## config.mk

```make
export PLATFORM = sky130hd
export DESIGN_NAME = einc_fifo
export DESIGN_NICKNAME = d
export VERILOG_FILES = /design/src/einc_fifo.sv
export VERILOG_INCLUDE_DIRS = /design/src /design/src/src
export SDC_FILE = /design/constraint.sdc
export NUM_CORES = 1
export LEC_CHECK = 0
export BUFFER_PORTS_ARGS = -buffer_cell sky130_fd_sc_hd__buf_4
export CAP_MARGIN = 20
export CORE_MARGIN = 2
export CORE_UTILIZATION = 55
export CTS_BUF_LIST = sky130_fd_sc_hd__clkbuf_4
export DETAILED_ROUTE_END_ITERATION = 8
export MAX_ROUTING_LAYER = met4
export PLACE_DENSITY = 0.78
export SKIP_CTS_REPAIR_TIMING = 1
export SLEW_MARGIN = 10
export SYNTH_ARGS = -nofsm -noshare
export SYNTH_HDL_FRONTEND = slang
export SYNTH_SLANG_ARGS = --single-unit
```

## constraint.sdc

```tcl
create_clock -name clk_i -period 10 [get_ports clk_i]
set_clock_uncertainty 0.05 [all_clocks]
set_input_delay 2 -clock clk_i [delete_from_list [all_inputs] [get_ports clk_i]]
set_output_delay 2 -clock clk_i [all_outputs]
set_load 0.03 [all_outputs]
```

## src/assert_macros.svh

```systemverilog
// Assertion macros shared by the negative cache RTL.
// Pulled in by every file that checks its own logic; needs nothing else.
`ifndef ASSERT_MACROS_SVH
`define ASSERT_MACROS_SVH

// Property must hold at every rising edge outside reset.
`define ASSERT_CLK(label, clk, rst_n, prop, msg) \
  label: assert property (@(posedge clk) disable iff (!rst_n) prop) else $error(msg);

// Condition must never be true at a rising edge outside reset.
`define ASSERT_NEVER(label, clk, rst_n, cond, msg) \
  label: assert property (@(posedge clk) disable iff (!rst_n) !(cond)) else $error(msg);

`endif

```

## src/einc_fifo.sv

```systemverilog
// Small register queue between the hash front and the cache back.
// Stand-alone; takes the assertion macros from assert_macros.svh.
`include "assert_macros.svh"

module einc_fifo #(
  parameter int unsigned WIDTH = 76,
  parameter int unsigned DEPTH = 8
) (
  input  logic             clk_i,
  input  logic             rst_ni,
  input  logic             push_i,
  input  logic [WIDTH-1:0] data_i,
  input  logic             pop_i,
  output logic             valid_o,
  output logic [WIDTH-1:0] data_o
);

  localparam int unsigned AW = $clog2(DEPTH);
  localparam int unsigned CW = $clog2(DEPTH + 1);
  localparam logic [AW-1:0] LAST = AW'(DEPTH - 1);

  logic [WIDTH-1:0] buf_q [DEPTH];
  logic [AW-1:0]    wr_ptr_q, wr_ptr_d, rd_ptr_q, rd_ptr_d;
  logic [CW-1:0]    cnt_q, cnt_d;

  always_comb begin
    wr_ptr_d = wr_ptr_q;
    rd_ptr_d = rd_ptr_q;
    cnt_d    = cnt_q;
    if (push_i) begin
      wr_ptr_d = (wr_ptr_q == LAST) ? '0 : wr_ptr_q + AW'(1);
    end
    if (pop_i) begin
      rd_ptr_d = (rd_ptr_q == LAST) ? '0 : rd_ptr_q + AW'(1);
    end
    if (push_i && !pop_i) begin
      cnt_d = cnt_q + CW'(1);
    end else if (pop_i && !push_i) begin
      cnt_d = cnt_q - CW'(1);
    end
  end

  always_ff @(posedge clk_i or negedge rst_ni) begin
    if (!rst_ni) begin
      wr_ptr_q <= '0;
      rd_ptr_q <= '0;
      cnt_q    <= '0;
    end else begin
      wr_ptr_q <= wr_ptr_d;
      rd_ptr_q <= rd_ptr_d;
      cnt_q    <= cnt_d;
    end
  end

  always_ff @(posedge clk_i) begin
    if (push_i) begin
      buf_q[wr_ptr_q] <= data_i;
    end
  end

  assign valid_o = (cnt_q != '0);
  assign data_o  = buf_q[rd_ptr_q];

  `ASSERT_NEVER(fifo_overflow_a, clk_i, rst_ni, push_i && !pop_i && cnt_q == CW'(DEPTH), "queue overflow")
  `ASSERT_NEVER(fifo_underflow_a, clk_i, rst_ni, pop_i && cnt_q == '0, "pop from empty queue")

endmodule

```

==> impl.org <==
** Final layout
- Most frequent standard cell in the layout excluding fill and tap cells :: edfxtp_1
- Register cell area after layout :: 18520 um2
- Most used cells in the layout excluding fill and tap cells :: edfxtp_1 (608), clkbuf_4 (218), buf_4 (177), mux4_2 (152), mux2_4 (58)
- Of the cells placed in the final design, the portion with a size suffix greater than 1 is 49.17%.
- After filler insertion, the fill cell instance count of the layout stands at 2851.
- Compared with the post-synthesis result, the final layout area differs by 15.38%.
- For this run, the post-layout net count is 1322.
- Measured on the finished design, the core utilization comes to 63.91%.
- The finished cells cover 27350 um2.
- Area occupied by multi-input gates :: 4925 um2

** Clock network
- The root buffer cell chosen for the clock tree is clkbuf_4.
- After clock tree synthesis, the clock-pin slew on the worst setup and hold paths is 0.06 ns.
- CTS saw 618 sinks.
- Clk buf depth :: 3
- Clock tree synthesis inserted a total of 153 buffers.
- TritonCTS clock tree :: yes
- Clock latency reported for the late side of the worst-skew pair :: 0.98 ns
- The H-tree generated during clock tree synthesis spans 4 levels.

** Global routing
- Pin count of the biggest net entering global routing :: 57
- Overflow left after global routing :: 0
- Vias in the first global route :: 11690
- All-Layer GR Usage :: 21.48%
- Number of antenna violations at the first check in global routing :: 2
- The first global-routing pass estimated 67.25 mm of wire.

** Timing
- Final hold vios :: 0
- Actual transition at the worst max-transition pin :: 0.9879 ns
- In this run the tightest slew margin relative to its limit is 34.14%.
- The final critical path takes up 58.90% of the cycle.
- Setup violations remaining at the end of the flow were counted as 0.
- The number of slew-limit violations in the final report was 0.
- Setup repair after global routing left no endpoint under its margin.
- For the finished layout, the period the worst path requires is 5.890 ns.
- Setup TNS after final layout :: 0 ns
- Based on the critical path, the design can be clocked at up to 169.8 MHz.

** Min path
- Sink of the worst hold path :: cnt_q[2]$_DFFE_PN0P_
- Startpoint of the lowest-slack hold path :: cnt_q[2]$_DFFE_PN0P_
- The worst hold path was traced through 2 stages.
- Hold crit path type :: reg2reg

** Place
- Detailed Place HPWL :: 23.57 mm
- Final weighted congestion in routability-driven placement :: 0.7139
- Buffers added on ports :: 156
- After detailed placement, the total cell area comes to 25510 um2.

** Pwr
- Total leakage power :: 9.268 nW
- Fraction of power consumed by sequential logic :: 41.5%
- VDD sags by at most 0.0002266 V.
- Part of the power in combinational logic :: 34.8%
- Net switching is 31.96% of the power.
- Dividing total power by cell area gives a power density of 304.7 nW/um2.
- Net load switching power :: 2.663 mW
- Power share of the clock group :: 23.6%
- Cell internal power was estimated by the tool at 5.669 mW.
- Post-layout power :: 8.333 mW

** Route
- Wirelength, routed :: 44.28 mm
- Number of vias per cell :: 5.708
- For this run, design rule violations remaining after detail routing come to 0.
- Top routing layer in use :: met4
- Vias after detailed routing :: 10740
- Detailed routing placed a total of 23.29 mm of wire on met2.
- After detailed routing, the average wire length per cell comes to 23.54 um.
- The detailed router put a total of 17.31 mm of wire on met1.
- DRC marker count from the first detailed-route iteration :: 700
- In this run the remaining antenna-violating nets after routing total 0.
- Before antenna repair, the detailed router went through 5 iterations.
- Wire segments on met3 add up to 2.852 mm in the final route.

** Yosys
- Summing the sequential cell areas from Yosys gives 78.09% of the chip area.
- Distinct cell type count of the synthesized netlist :: 28
- Synthesized netlist net count :: 1032
- Post-Synthesis Cell Area :: 23700 um2
- In the synthesized netlist, the number of instances is 944.
- The average instance in the mapped netlist occupies 25.11 um2.
- Synthesis-stage register bit count :: 618
- Count of yosys warnings during synthesis :: 0

** Setup path
- In this run the worst path has a maximum fanout of 44.
- The worst register-to-register path has a setup slack of 7.10 ns.
- The critical path starts at rd_ptr_q[0]$_DFFE_PN0P_.
- Origin of the critical flop-to-flop path :: wr_ptr_q[2]$_DFFE_PN0P_
- Critical Path Slowest Stage Cell :: dfrtp_4
- Critical Path RT :: 7.95 ns
- In this design, the critical path's most frequently occurring cell is buf_4.
- Traced cell by cell, the critical path runs through buf_4, mux4_2, mux2_2, buf_4.
- Sort of element at the start of the critical path :: flop
- Gate family responsible for the most delay along the worst path :: buffers and inverters
- Capturing point of the worst reg2reg path :: buf_q[4][7]$_DFFE_PP_
- In this design, the stage delay of the slowest critical-path cell is 0.95 ns.
- Worst Path Class, Setup :: reg2out
- Logic depth of the worst setup path including buffers :: 4
- Type of element capturing the critical path :: primary output
- Number of buffers and inverters on the critical path :: 2
- The number of cells on the worst reg-to-reg path is 4.
- Data arrives at the worst endpoint at 3.84 ns.

** Run
- Max_cap viols :: 0

** Floorplanning
- Floorplan row count :: 76
- Initial standard-cell utilization of the core :: 55.39%
- Die Footprint :: 44770 um2
- Top-level port count :: 157
- Die outline width :: 211.6 um
- Die height :: 211.6 um
- Core Box Area :: 42790 um2

** Status
- Outcome :: finished clean
==> worst reg2reg max path, cell delays in order (launching register included) <==
cell and delay, ns:
dfrtp_1 0.39, nand2_1 0.22, nor3_2 0.46, buf_4 0.51, buf_4 0.80
==> metal layers <==
layer	track usage, %	up-vias
met2	34.75	311
met4	8.694	0
met5	-	-
met3	6.572	63
met1	25.38	5646
li1	-	4716
==> cell usage after synthesis <==
| master | number | share of area (%) |
|---|---|---|
| ha_1 | 7 | 0.37 |
| buf_2 | 22 | 0.46 |
| or3_1 | 1 | 0.026 |
| nand3_1 | 2 | 0.042 |
| edfxtp_1 | 608 | 77 |
| mux2i_1 | 1 | 0.042 |
| or4_1 | 2 | 0.063 |
| nor3_1 | 3 | 0.063 |
| mux2_2 | 23 | 1.1 |
| buf_8 | 1 | 0.063 |
| inv_1 | 4 | 0.063 |
| a2111o_1 | 1 | 0.048 |
| o21ai_0 | 3 | 0.063 |
| dfrtp_1 | 10 | 1.1 |
| a21oi_1 | 2 | 0.042 |
| mux2_4 | 58 | 3.7 |
| mux4_2 | 152 | 14 |
| buf_1 | 2 | 0.032 |
| buf_12 | 6 | 0.51 |
| nand2b_1 | 2 | 0.053 |
| nand3b_1 | 3 | 0.095 |
| buf_6 | 1 | 0.048 |
| nor2_1 | 8 | 0.13 |
| nand2_1 | 5 | 0.079 |
| clkbuf_1 | 12 | 0.19 |
| fa_1 | 1 | 0.084 |
| xnor2_1 | 2 | 0.074 |
| o211ai_1 | 2 | 0.063 |
==> cell type report <==
class / count / area share [%]
well taps: 546 / 2.498
clock inverters: 33 / 0.6863
multi-input cells: 278 / 18.01
diodes: 5 / 0.04575
clock buffers: 218 / 5.984
inverters: 4 / 0.05490
repair buffers: 179 / 5.005
flip-flops and latches: 618 / 67.72
==> power by group through the flow <==
stage | clock (mW) | combinational, mW | sequential, mW
finish | 1.97 | 2.90 | 3.46
floorplan | 0 | 2.24 | 3.40
detailed placement | 0 | 2.96 | 3.52
CTS | 2.03 | 2.96 | 3.47
global placement | 0 | 2.92 | 3.50
global route | 2.16 | 3.08 | 3.50
==> flip-flops by register name, indices dropped and copies added, names as in the netlist <==
signal and count:
wr_ptr_q 3, cnt_q 4, buf_q 608, rd_ptr_q 3
==> stage by stage <==
stage,instances,setup slack [ns],hold WS (ns)
2_1_floorplan,944,2.098,0.4193
3_3_place_gp,1623,5.042,0.4411
3_5_place_dp,1625,4.994,0.4642
4_1_cts,1876,3.901,0.4830
5_1_grt,1881,3.783,0.5241
6_report,1881,4.110,0.4770
==> worst max-delay path by stage <==
| stage | end | slack [ns] |
|---|---|---|
| 2_1_floorplan | buf_q[0][0]$_DFFE_PP_ | 2.10 |
| 3_3_place_gp | data_o[56] | 5.04 |
| 3_5_place_dp | data_o[75] | 4.99 |
| 4_1_cts | data_o[75] | 3.90 |
| 5_1_grt | data_o[75] | 3.78 |
| 6_report | data_o[75] | 4.11 |
==> cell families (layout without fill, tap and decap cells) <==
family / count (synthesis) / in the layout / synth area share, %
AO/OA/AOI/OAI: 8 / 8 / 0.2164
AND/OR/NAND/NOR: 26 / 26 / 0.5490
adder cells (fa/ha/maj): 8 / 8 / 0.4540
buffers and inverters: 48 / 434 / 1.367
other: 0 / 5 / 0
multiplexers: 234 / 234 / 19.25
XOR/XNOR: 2 / 2 / 0.07392
flip-flops: 618 / 618 / 78.09
Note: power is estimated with default switching activity, not from simulation.
