`config.mk`:
```
export PLATFORM = sky130hd
export DESIGN_NAME = einc_front
export DESIGN_NICKNAME = d
export VERILOG_FILES = /design/src/einc_pkg.sv /design/src/einc_front.sv
export VERILOG_INCLUDE_DIRS = /design/src /design/src/src
export SDC_FILE = /design/constraint.sdc
export NUM_CORES = 1
export LEC_CHECK = 0
export BUFFER_PORTS_ARGS = -buffer_cell sky130_fd_sc_hd__buf_2
export CAP_MARGIN = 20
export CORE_ASPECT_RATIO = 0.75
export CORE_MARGIN = 5
export CORE_UTILIZATION = 47
export DETAILED_ROUTE_END_ITERATION = 10
export PLACE_DENSITY = 0.78
export SYNTH_ARGS = -nofsm -noshare
export SYNTH_HDL_FRONTEND = slang
export SYNTH_SLANG_ARGS = --single-unit
```
`constraint.sdc`:
```
create_clock -name clk_i -period 5.9 [get_ports clk_i]
set_input_delay 1.18 -clock clk_i [delete_from_list [all_inputs] [get_ports clk_i]]
set_output_delay 1.18 -clock clk_i [all_outputs]
set_load 0.1 [all_outputs]
```
`src/assert_macros.svh`:
```
// Assertion macros shared by the negative cache RTL.
// Pulled in by every file that checks its own logic; needs nothing else.
`ifndef ASSERT_MACROS_SVH
`define ASSERT_MACROS_SVH

// Property must hold at every rising edge outside reset.
`define ASSERT_CLK(label, clk, rst_n, prop, msg) \
  label: assert property (@(posedge clk) disable iff (!rst_n) prop) else $error(msg);

// Condition must never be true at a rising edge outside reset.
`define ASSERT_NEVER(label, clk, rst_n, cond, msg) \
  label: assert property (@(posedge clk) disable iff (!rst_n) !(cond)) else $error(msg);

`endif

```
`src/einc_pkg.sv`:
```
// Types and constants of the epoch invalidated negative cache.
// Used by the front, back and top level; depends on nothing.
package einc_pkg;

  localparam int unsigned SLOT_W      = 10;
  localparam int unsigned HASH_SHIFT  = 16;
  localparam int unsigned HASH_W      = 32 - HASH_SHIFT;
  localparam int unsigned QUEUE_DEPTH = 8;

  localparam logic [31:0] HASH_MULT = 32'd2654435761;

  typedef enum logic [1:0] {
    OP_QUERY      = 2'd0,
    OP_RECORD     = 2'd1,
    OP_INVALIDATE = 2'd2,
    OP_NOP        = 2'd3
  } op_e;

  typedef struct packed {
    op_e         opcode;
    logic [31:0] address;
    logic [31:0] space_id;
  } item_t;

  typedef struct packed {
    logic              hit;
    logic [SLOT_W-1:0] slot;
  } result_t;

  typedef struct packed {
    logic [31:0] epoch;
    logic [31:0] space;
    logic [31:0] address;
  } entry_t;

  typedef struct packed {
    logic clearing;
    logic pop;
  } back_status_t;

endpackage

```
`src/einc_front.sv`:
```
// Front of the negative cache: accepts items and hashes them to a slot.
// Depends on einc_pkg and the assertion macros.
`include "assert_macros.svh"

module einc_front
  import einc_pkg::*;
#(
  parameter int unsigned SLOTS = 1024,
  parameter int unsigned SW    = $clog2(SLOTS)
) (
  input  logic         clk_i,
  input  logic         rst_ni,
  input  logic         start_i,
  input  item_t        item_i,
  input  back_status_t status_i,
  output logic         busy_o,
  output logic         push_o,
  output item_t        item_o,
  output logic [SW-1:0] idx_o
);

  localparam int unsigned CW = $clog2(QUEUE_DEPTH + 1);
  // Reciprocal for the slot modulo; the quotient estimate is low by at most one.
  localparam logic [63:0] RECIP64 = (64'd1 << 32) / 64'(SLOTS);
  localparam logic [31:0] RECIP   = RECIP64[31:0];
  localparam logic [17:0] SLOTS18 = 18'(SLOTS);

  logic          accept;
  logic [CW-1:0] cnt_q, cnt_d;

  logic [3:0]        vld_q;
  item_t             s1_item_q, s2_item_q, s3_item_q, s4_item_q;
  logic [31:0]       s1_m_q;
  logic [HASH_W-1:0] s2_x_q, s3_x_q;
  logic [HASH_W-1:0] s3_q_q;
  logic [SW-1:0]     s4_idx_q;

  logic [31:0]       m1;
  logic [31:0]       h2;
  logic [47:0]       prod3;
  logic [32:0]       qs4;
  logic [17:0]       r4, rc4;

  assign accept = start_i && !busy_o;
  assign busy_o = status_i.clearing || (cnt_q == CW'(QUEUE_DEPTH));

  // Credits cover the hash stages and the queue, so the stages never stall.
  always_comb begin
    cnt_d = cnt_q;
    if (accept && !status_i.pop) begin
      cnt_d = cnt_q + CW'(1);
    end else if (status_i.pop && !accept) begin
      cnt_d = cnt_q - CW'(1);
    end
  end

  assign m1    = item_i.space_id * HASH_MULT;
  assign h2    = ((s1_item_q.address >> 1) ^ s1_m_q) * HASH_MULT;
  assign prod3 = 48'(s2_x_q) * 48'(RECIP);
  assign qs4   = 33'(s3_q_q) * 33'(SLOTS);
  assign r4    = 18'(s3_x_q) - qs4[17:0];
  assign rc4   = (r4 >= SLOTS18) ? r4 - SLOTS18 : r4;

  always_ff @(posedge clk_i or negedge rst_ni) begin
    if (!rst_ni) begin
      cnt_q <= '0;
      vld_q <= '0;
    end else begin
      cnt_q <= cnt_d;
      vld_q <= {vld_q[2:0], accept};
    end
  end

  always_ff @(posedge clk_i) begin
    s1_item_q <= item_i;
    s1_m_q    <= m1;
    s2_item_q <= s1_item_q;
    s2_x_q    <= h2[31:HASH_SHIFT];
    s3_item_q <= s2_item_q;
    s3_x_q    <= s2_x_q;
    s3_q_q    <= prod3[47:32];
    s4_item_q <= s3_item_q;
    s4_idx_q  <= rc4[SW-1:0];
  end

  assign push_o = vld_q[3];
  assign item_o = s4_item_q;
  assign idx_o  = s4_idx_q;

  `ASSERT_NEVER(credit_range_a, clk_i, rst_ni, cnt_q > CW'(QUEUE_DEPTH), "credit count above queue depth")

endmodule

```
==> run metrics, run 1 <==
detailed-router iteration count before antenna repair 5; Fill cells 2946; clock skew 0.01690 ns; number of synthesized flops with an enable pin 0; DR iter-0 viols 535; Inst Count DP 2379; initial core utilization 47.83%; share of the synthesized area in the top cell type 34.30%; average size of a mapped cell 11.91 um2; hold worst-path end s3_x_q[3]; worst hold path depth 0; htree depth 1; leading area contributor after synthesis dfxtp_1; ratio of cells with drive above 1 in the final layout between 20 and 30%; Worst R2R Path Depth 22; FF-to-FF Start s1_m_q[5]; port bufs about 150; largest net degree at the start of global routing 18; final WL 43740 um; PnR worst setup slack -0.3836 ns; initial antenna violation count 3; critical path type in2reg; number of remaining DRC errors 0; slew at the pin closest to its max-slew limit 0.7323 ns; wire per inst about 18 um; Placeable Area between 30000 and 40000 um2; die width 238.7 um; global-route wire length before repair slightly below 70000 um; Final Non-Filler Cells 2456; top post-synthesis cells by area dfxtp_1 34%, fa_1 26%, ha_1 19%; clk buf depth 3; vias 11.30k; die extent in y 181.5 um; vias in the first global route 12.38k; Clk pin slew, worst setup/hold paths 0.07 ns; Tmin final 6.284 ns; failing checks setup timing; row count between 60 and 70; # IOs between 100 and 150; Slew Viols, Final 0; Mapped Cells 1549; register area share after synthesis 35.39%; Post-synth ARST share 2.469%; status finished with violations; element type at the critical path end flop; CTS buffer count 30; Yosys reg bits 324; post-synth cell types 47; post-route antenna net violation count 0; Final Hold Violating Endpoints 0; final non-filler cell area 23310 um2; Startpoint Class input pin; Root Driver clkbuf_16; period utilisation layout 106.5%; Ys Warns 0; post-layout util 60.47%; CP max FO 3; Post-Syn Area ~18000 um2; clk sinks 324; routed vias/inst 4.602; routability cong. 0.9603; RSZ-0062 raised after global routing yes; RR Endpoint s2_x_q[8]; remaining global-route overflow 0; leading cell types in the layout, fill and taps excluded 404 x inv_1, 302 x dfxtp_1, 256 x ha_1, 218 x fa_1, 170 x buf_4; GRT Util Overall 20.19%; final net count 2512; Finish-stage setup viols 14; Mapped Nets 2141; leading cell type in the layout, fill and taps excluded inv_1; Fmax achieved 0.1591 GHz; die area 43340 um2; clk_lat worst skew 0.58 ns; r2r setup slk -0.28 ns; TNS Setup -3.175 ns; worst hold path type reg2reg; Synth-to-Final Area Change 26.42%; Max Cap Viol 0; Worst Hold Launch s2_x_q[3]; Slew HR between 50% and 60%; placed inst area 21420 um2; DP HPWL approximately 36000 um; ys flop type dfxtp_1; TritonCTS clock tree yes; Worst Path Arrival around 6.8 ns; Critical Path RT 6.40 ns
==> critical path, stage by stage <==
cell and delay (ns):
buf_8 0.08, inv_4 0.03, fa_1 0.56, inv_2 0.04
fa_2 0.35, fa_1 0.49, inv_1 0.05, fa_1 0.49
inv_2 0.04, fa_1 0.51, inv_2 0.04, fa_1 0.52
inv_1 0.05, fa_1 0.49, fa_1 0.45, ha_4 0.31
o211ai_1 0.11, nor2_2 0.21, o21ai_4 0.10, a31oi_4 0.22
a211oi_2 0.09, o21bai_1 0.20, xnor2_1 0.16
==> Yosys cell counts (all sizes together), types with 2 or more instances <==
library cell    n
nor4            2
o41ai           2
o21ai           8
nand3           6
xnor2          88
a21o            6
xor2           31
a31oi           3
a211o           2
dfxtp         316
or2             3
or3             2
nor2           33
nor3            4
xnor3           2
inv           441
fa            236
dfrtp           8
o21a            6
nand2          16
ha            285
and3            4
nor2b           4
a211oi          5
a21oi          22
==> flip-flops by register name (all words and copies together) (netlist names) <==
signal,flops
cnt_q,4
s1_m_q,26
item_o,66
s3_item_q,66
vld_q,4
s2_x_q,10
s2_item_q,66
s3_x_q,10
s1_item_q,62
idx_o,10
==> final cells by class <==
type	count	area [um2]	share of cell area [%]
multi-input cells	784	11140	47.77
flip-flops and latches	324	6554	28.11
repair buffers	339	2308	9.902
inverters	441	1669	7.159
clock buffers	34	785.8	3.370
well taps	512	640.6	2.748
clock inverters	21	216.5	0.9285
diodes	1	2.502	0.01073
==> how the worst max path moves through the flow <==
| stage | end | start | slack (ns) | cells after the start |
|---|---|---|---|---|
| 3_5_place_dp | s1_m_q[25] | item_i[4] | -1.07 | 23 |
| 2_1_floorplan | s1_m_q[25] | item_i[6] | -0.61 | 21 |
| 3_3_place_gp | s1_m_q[22] | item_i[7] | -0.96 | 22 |
| 6_report | s1_m_q[25] | item_i[4] | -0.38 | 23 |
| 5_1_grt | s1_m_q[25] | item_i[4] | -0.51 | 23 |
| 4_1_cts | s1_m_q[24] | item_i[4] | -0.30 | 21 |
==> logic make-up (layout without fill, tap and decap cells) <==
| group | after synthesis | after routing | share of synthesized area, % |
|---|---|---|---|
| fa+ha+maj | 521 | 521 | 44.96 |
| buf+inv | 441 | 835 | 8.976 |
| flops | 324 | 324 | 35.39 |
| xor+xnor | 121 | 121 | 6.018 |
| simple gates | 79 | 79 | 2.069 |
| compound gates | 62 | 62 | 2.531 |
| mux | 1 | 1 | 0.06106 |
| other cells | 0 | 1 | 0 |
==> routing by layer <==
| layer | track usage (%) | vias up | part of all wire [%] |
|---|---|---|---|
| li1 | - | 5398 | - |
| met1 | 29.15 | 5589 | 46 |
| met2 | 31.18 | 262 | 45 |
| met3 | 5.626 | 50 | 7.6 |
| met4 | 3.167 | 4 | 1.5 |
| met5 | 0 | - | 0.062 |
==> per-stage QoR <==
step / setup WS [ns] / hold WS [ns]
floorplan: -0.6120 / 0.3096
global placement: -0.9558 / 0.3095
detailed placement: -1.065 / 0.3121
CTS: -0.2989 / 0.3184
global route: -0.5130 / 0.3242
finish: -0.3836 / 0.3204
==> what timing repair did <==
action | in CTS | in global routing
cloned | 0 | 0
hold endpoints to repair | 0 | 0
buffers inserted | 12 | 13
hold buffers | 0 | 0
setup endpoints to repair | 16 | 19
resized for setup | 88 | 79
pin swaps | 52 | 63
Power of run 1 is not shown: default switching activity piles up to over one toggle a cycle in this logic, so the estimate is an artifact.
==> inputs of run 2 (changes only) <==
--- a/config.mk
+++ b/config.mk
@@ -6,13 +6,14 @@
 export SDC_FILE = /design/constraint.sdc
 export NUM_CORES = 1
 export LEC_CHECK = 0
-export BUFFER_PORTS_ARGS = -buffer_cell sky130_fd_sc_hd__buf_2
 export CAP_MARGIN = 20
 export CORE_ASPECT_RATIO = 0.75
 export CORE_MARGIN = 5
 export CORE_UTILIZATION = 47
 export DETAILED_ROUTE_END_ITERATION = 10
-export PLACE_DENSITY = 0.78
+export DONT_BUFFER_PORTS = 1
+export PLACE_DENSITY = 0.74
+export SETUP_SLACK_MARGIN = 0.15
 export SYNTH_ARGS = -nofsm -noshare
 export SYNTH_HDL_FRONTEND = slang
 export SYNTH_SLANG_ARGS = --single-unit
==> run 2 against run 1 <==
Compared with the run above:
- clock skew decreased by 0.0031 ns
- non-clock buffer count is 182 lower
- maximum frequency grew 0.97%
- global-route usage decreased by 1.4 points
- sequential share of layout area grew 1.4 points
- via count is 6.8% lower
- worst setup slack better by 0.060 ns
- worst hold slack got worse by 0.035 ns
- register-to-register slack about the same
- count of clock-buffer cells in the layout grew 3
- the flow still finishes with violations (setup timing)
- highest routed layer unchanged
==> run metrics, run 2 (synthesized netlist as in run 1, its figures left out) <==
vias 10.54k; # IOs 149; Max Cap Viol 0; post-route antenna net violation count 0; DP HPWL 33130 um; initial core utilization 47.83%; port bufs 0; Placeable Area 38550 um2; row count 62; Fmax achieved 0.1607 GHz; worst-path cell chain clkinvlp_4 > fa_1 > inv_2 > fa_2 > fa_1 > inv_1 > fa_1 > inv_2 > fa_1 > inv_2 > fa_1 > inv_1 > fa_1 > fa_1 > ha_4 > or3_4 > a211oi_4 > buf_4 > nor2_2 > a21o_1 > xor2_1; Slew HR 31.79%; CP max FO 9; Clk pin slew, worst setup/hold paths 0.07 ns; Tmin final a little over 6 ns; leading cell type in the layout, fill and taps excluded inv_1; wire per inst 17.76 um; leading cell types in the layout, fill and taps excluded 419 x inv_1, 301 x dfxtp_1, 257 x ha_1, 225 x fa_1, 144 x buf_4; RSZ-0062 raised after global routing yes; routability cong. 0.9329; clk buf depth 3; die width roughly 240 um; element type at the critical path end flop; DR iter-0 viols 363; ratio of cells with drive above 1 in the final layout 20.10%; GRT Util Overall 18.81%; die extent in y 181.5 um; largest net degree at the start of global routing 17; Critical Path RT between 6 and 7 ns; clock skew 0.01383 ns; TritonCTS clock tree yes; vias in the first global route between 10k and 15k; routed vias/inst 4.633; slowest cell delay on critical path 0.56 ns; clk sinks 324; CP Launch Point item_i[4]; period utilisation layout 105.5%; most used cell, CP fa_1; Startpoint Class input pin; status finished with violations; RR Endpoint s2_x_q[9]; FF-to-FF Start s1_item_q[44]; failing checks setup timing; final WL 40380 um; Final Hold Violating Endpoints 0; clk_lat worst skew a little under 0.6 ns; Slowest cell on crit path fa_1; Critical path destination s1_m_q[20]; critical path type in2reg; r2r setup slk -0.28 ns; Synth-to-Final Area Change 20.63%; CTS buffer count 31; number of remaining DRC errors 0; Finish-stage setup viols 13; worst hold path type in2async; die area 43340 um2; Slew Viols, Final 0; Worst Path Arrival between 6 and 7 ns; TNS Setup -2.223 ns; initial antenna violation count 3; PnR worst setup slack -0.3236 ns; htree depth 1; detailed-router iteration count before antenna repair 4; global-route wire length before repair 63740 um; remaining global-route overflow 0; Root Driver clkbuf_16; hold_ws 0.2853 ns; Worst R2R Path Depth 23; final net count between 2k and 2.5k; slew at the pin closest to its max-slew limit 1.022 ns
-- run 2: changes by cell type in the layout (fill, tap and decap cells not counted), sizes merged --
cell and delta:
buf -182, bufinv +2, clkbuf +3, clkinv -4
clkinvlp +2, inv -3
-- run 2: layer usage --
| metal | vias to the layer above | global-route usage, % | wire length, um |
|---|---|---|---|
| met4 | 2 | 3.924 | 853 |
| met3 | 49 | 5.308 | 2805 |
| met1 | 5212 | 27.42 | 18980 |
| met2 | 236 | 28.19 | 17730 |
| met5 | - | 0 | 13 |
| li1 | 5036 | - | - |
-- run 2: worst min-delay path by stage --
| stage | startpoint | end | depth (start not counted) |
|---|---|---|---|
| 2_1_floorplan | s3_x_q[0] | idx_o[0] | 0 |
| 3_3_place_gp | s1_item_q[17] | s2_item_q[17] | 0 |
| 3_5_place_dp | s1_item_q[12] | s2_item_q[12] | 0 |
| 4_1_cts | rst_ni | vld_q[1] | 0 |
| 5_1_grt | rst_ni | vld_q[1] | 0 |
| 6_report | rst_ni | vld_q[1] | 0 |
-- run 2: what timing repair did --
action	4_1_cts	5_1_grt
setup buffers	11	11
resized for setup	37	73
endpoints found under the setup margin	14	18
endpoints found under the hold margin	0	0
pin swaps	32	45
gates cloned	0	0
hold buffers	0	0
-- run 2: final cells by class --
class	instances	area [um2]
flip-flops and latches	324	6560
diodes	1	2.502
clock inverters	18	220.2
fillers	3067	16310
repair buffers	157	1236
well taps	512	640.6
multi-input cells	784	11090
inverters	441	1665
clock buffers	37	828.3
-- run 2: metrics by stage --
stage	cells	setup WS, ns	cell area (um2)	util [%]
2_1_floorplan	1549	-0.6120	18790	-
3_3_place_gp	2196	-0.7908	20450	53.05
3_5_place_dp	2196	-0.8975	20450	53.05
4_1_cts	2262	-0.2884	21770	56.45
5_1_grt	2274	-0.5000	22250	57.70
6_report	2274	-0.3236	22250	57.70
-- run 2: worst max-delay path: cells and delay by family --
kind	cells	cell delay, ns
adder cells (fa/ha/maj)	9	4.03
AO/OA/AOI/OAI	2	0.42
buffers and inverters	7	0.47
XOR/XNOR	1	0.14
AND/OR/NAND/NOR	2	0.42
Power of run 2 is left out for the same reason.
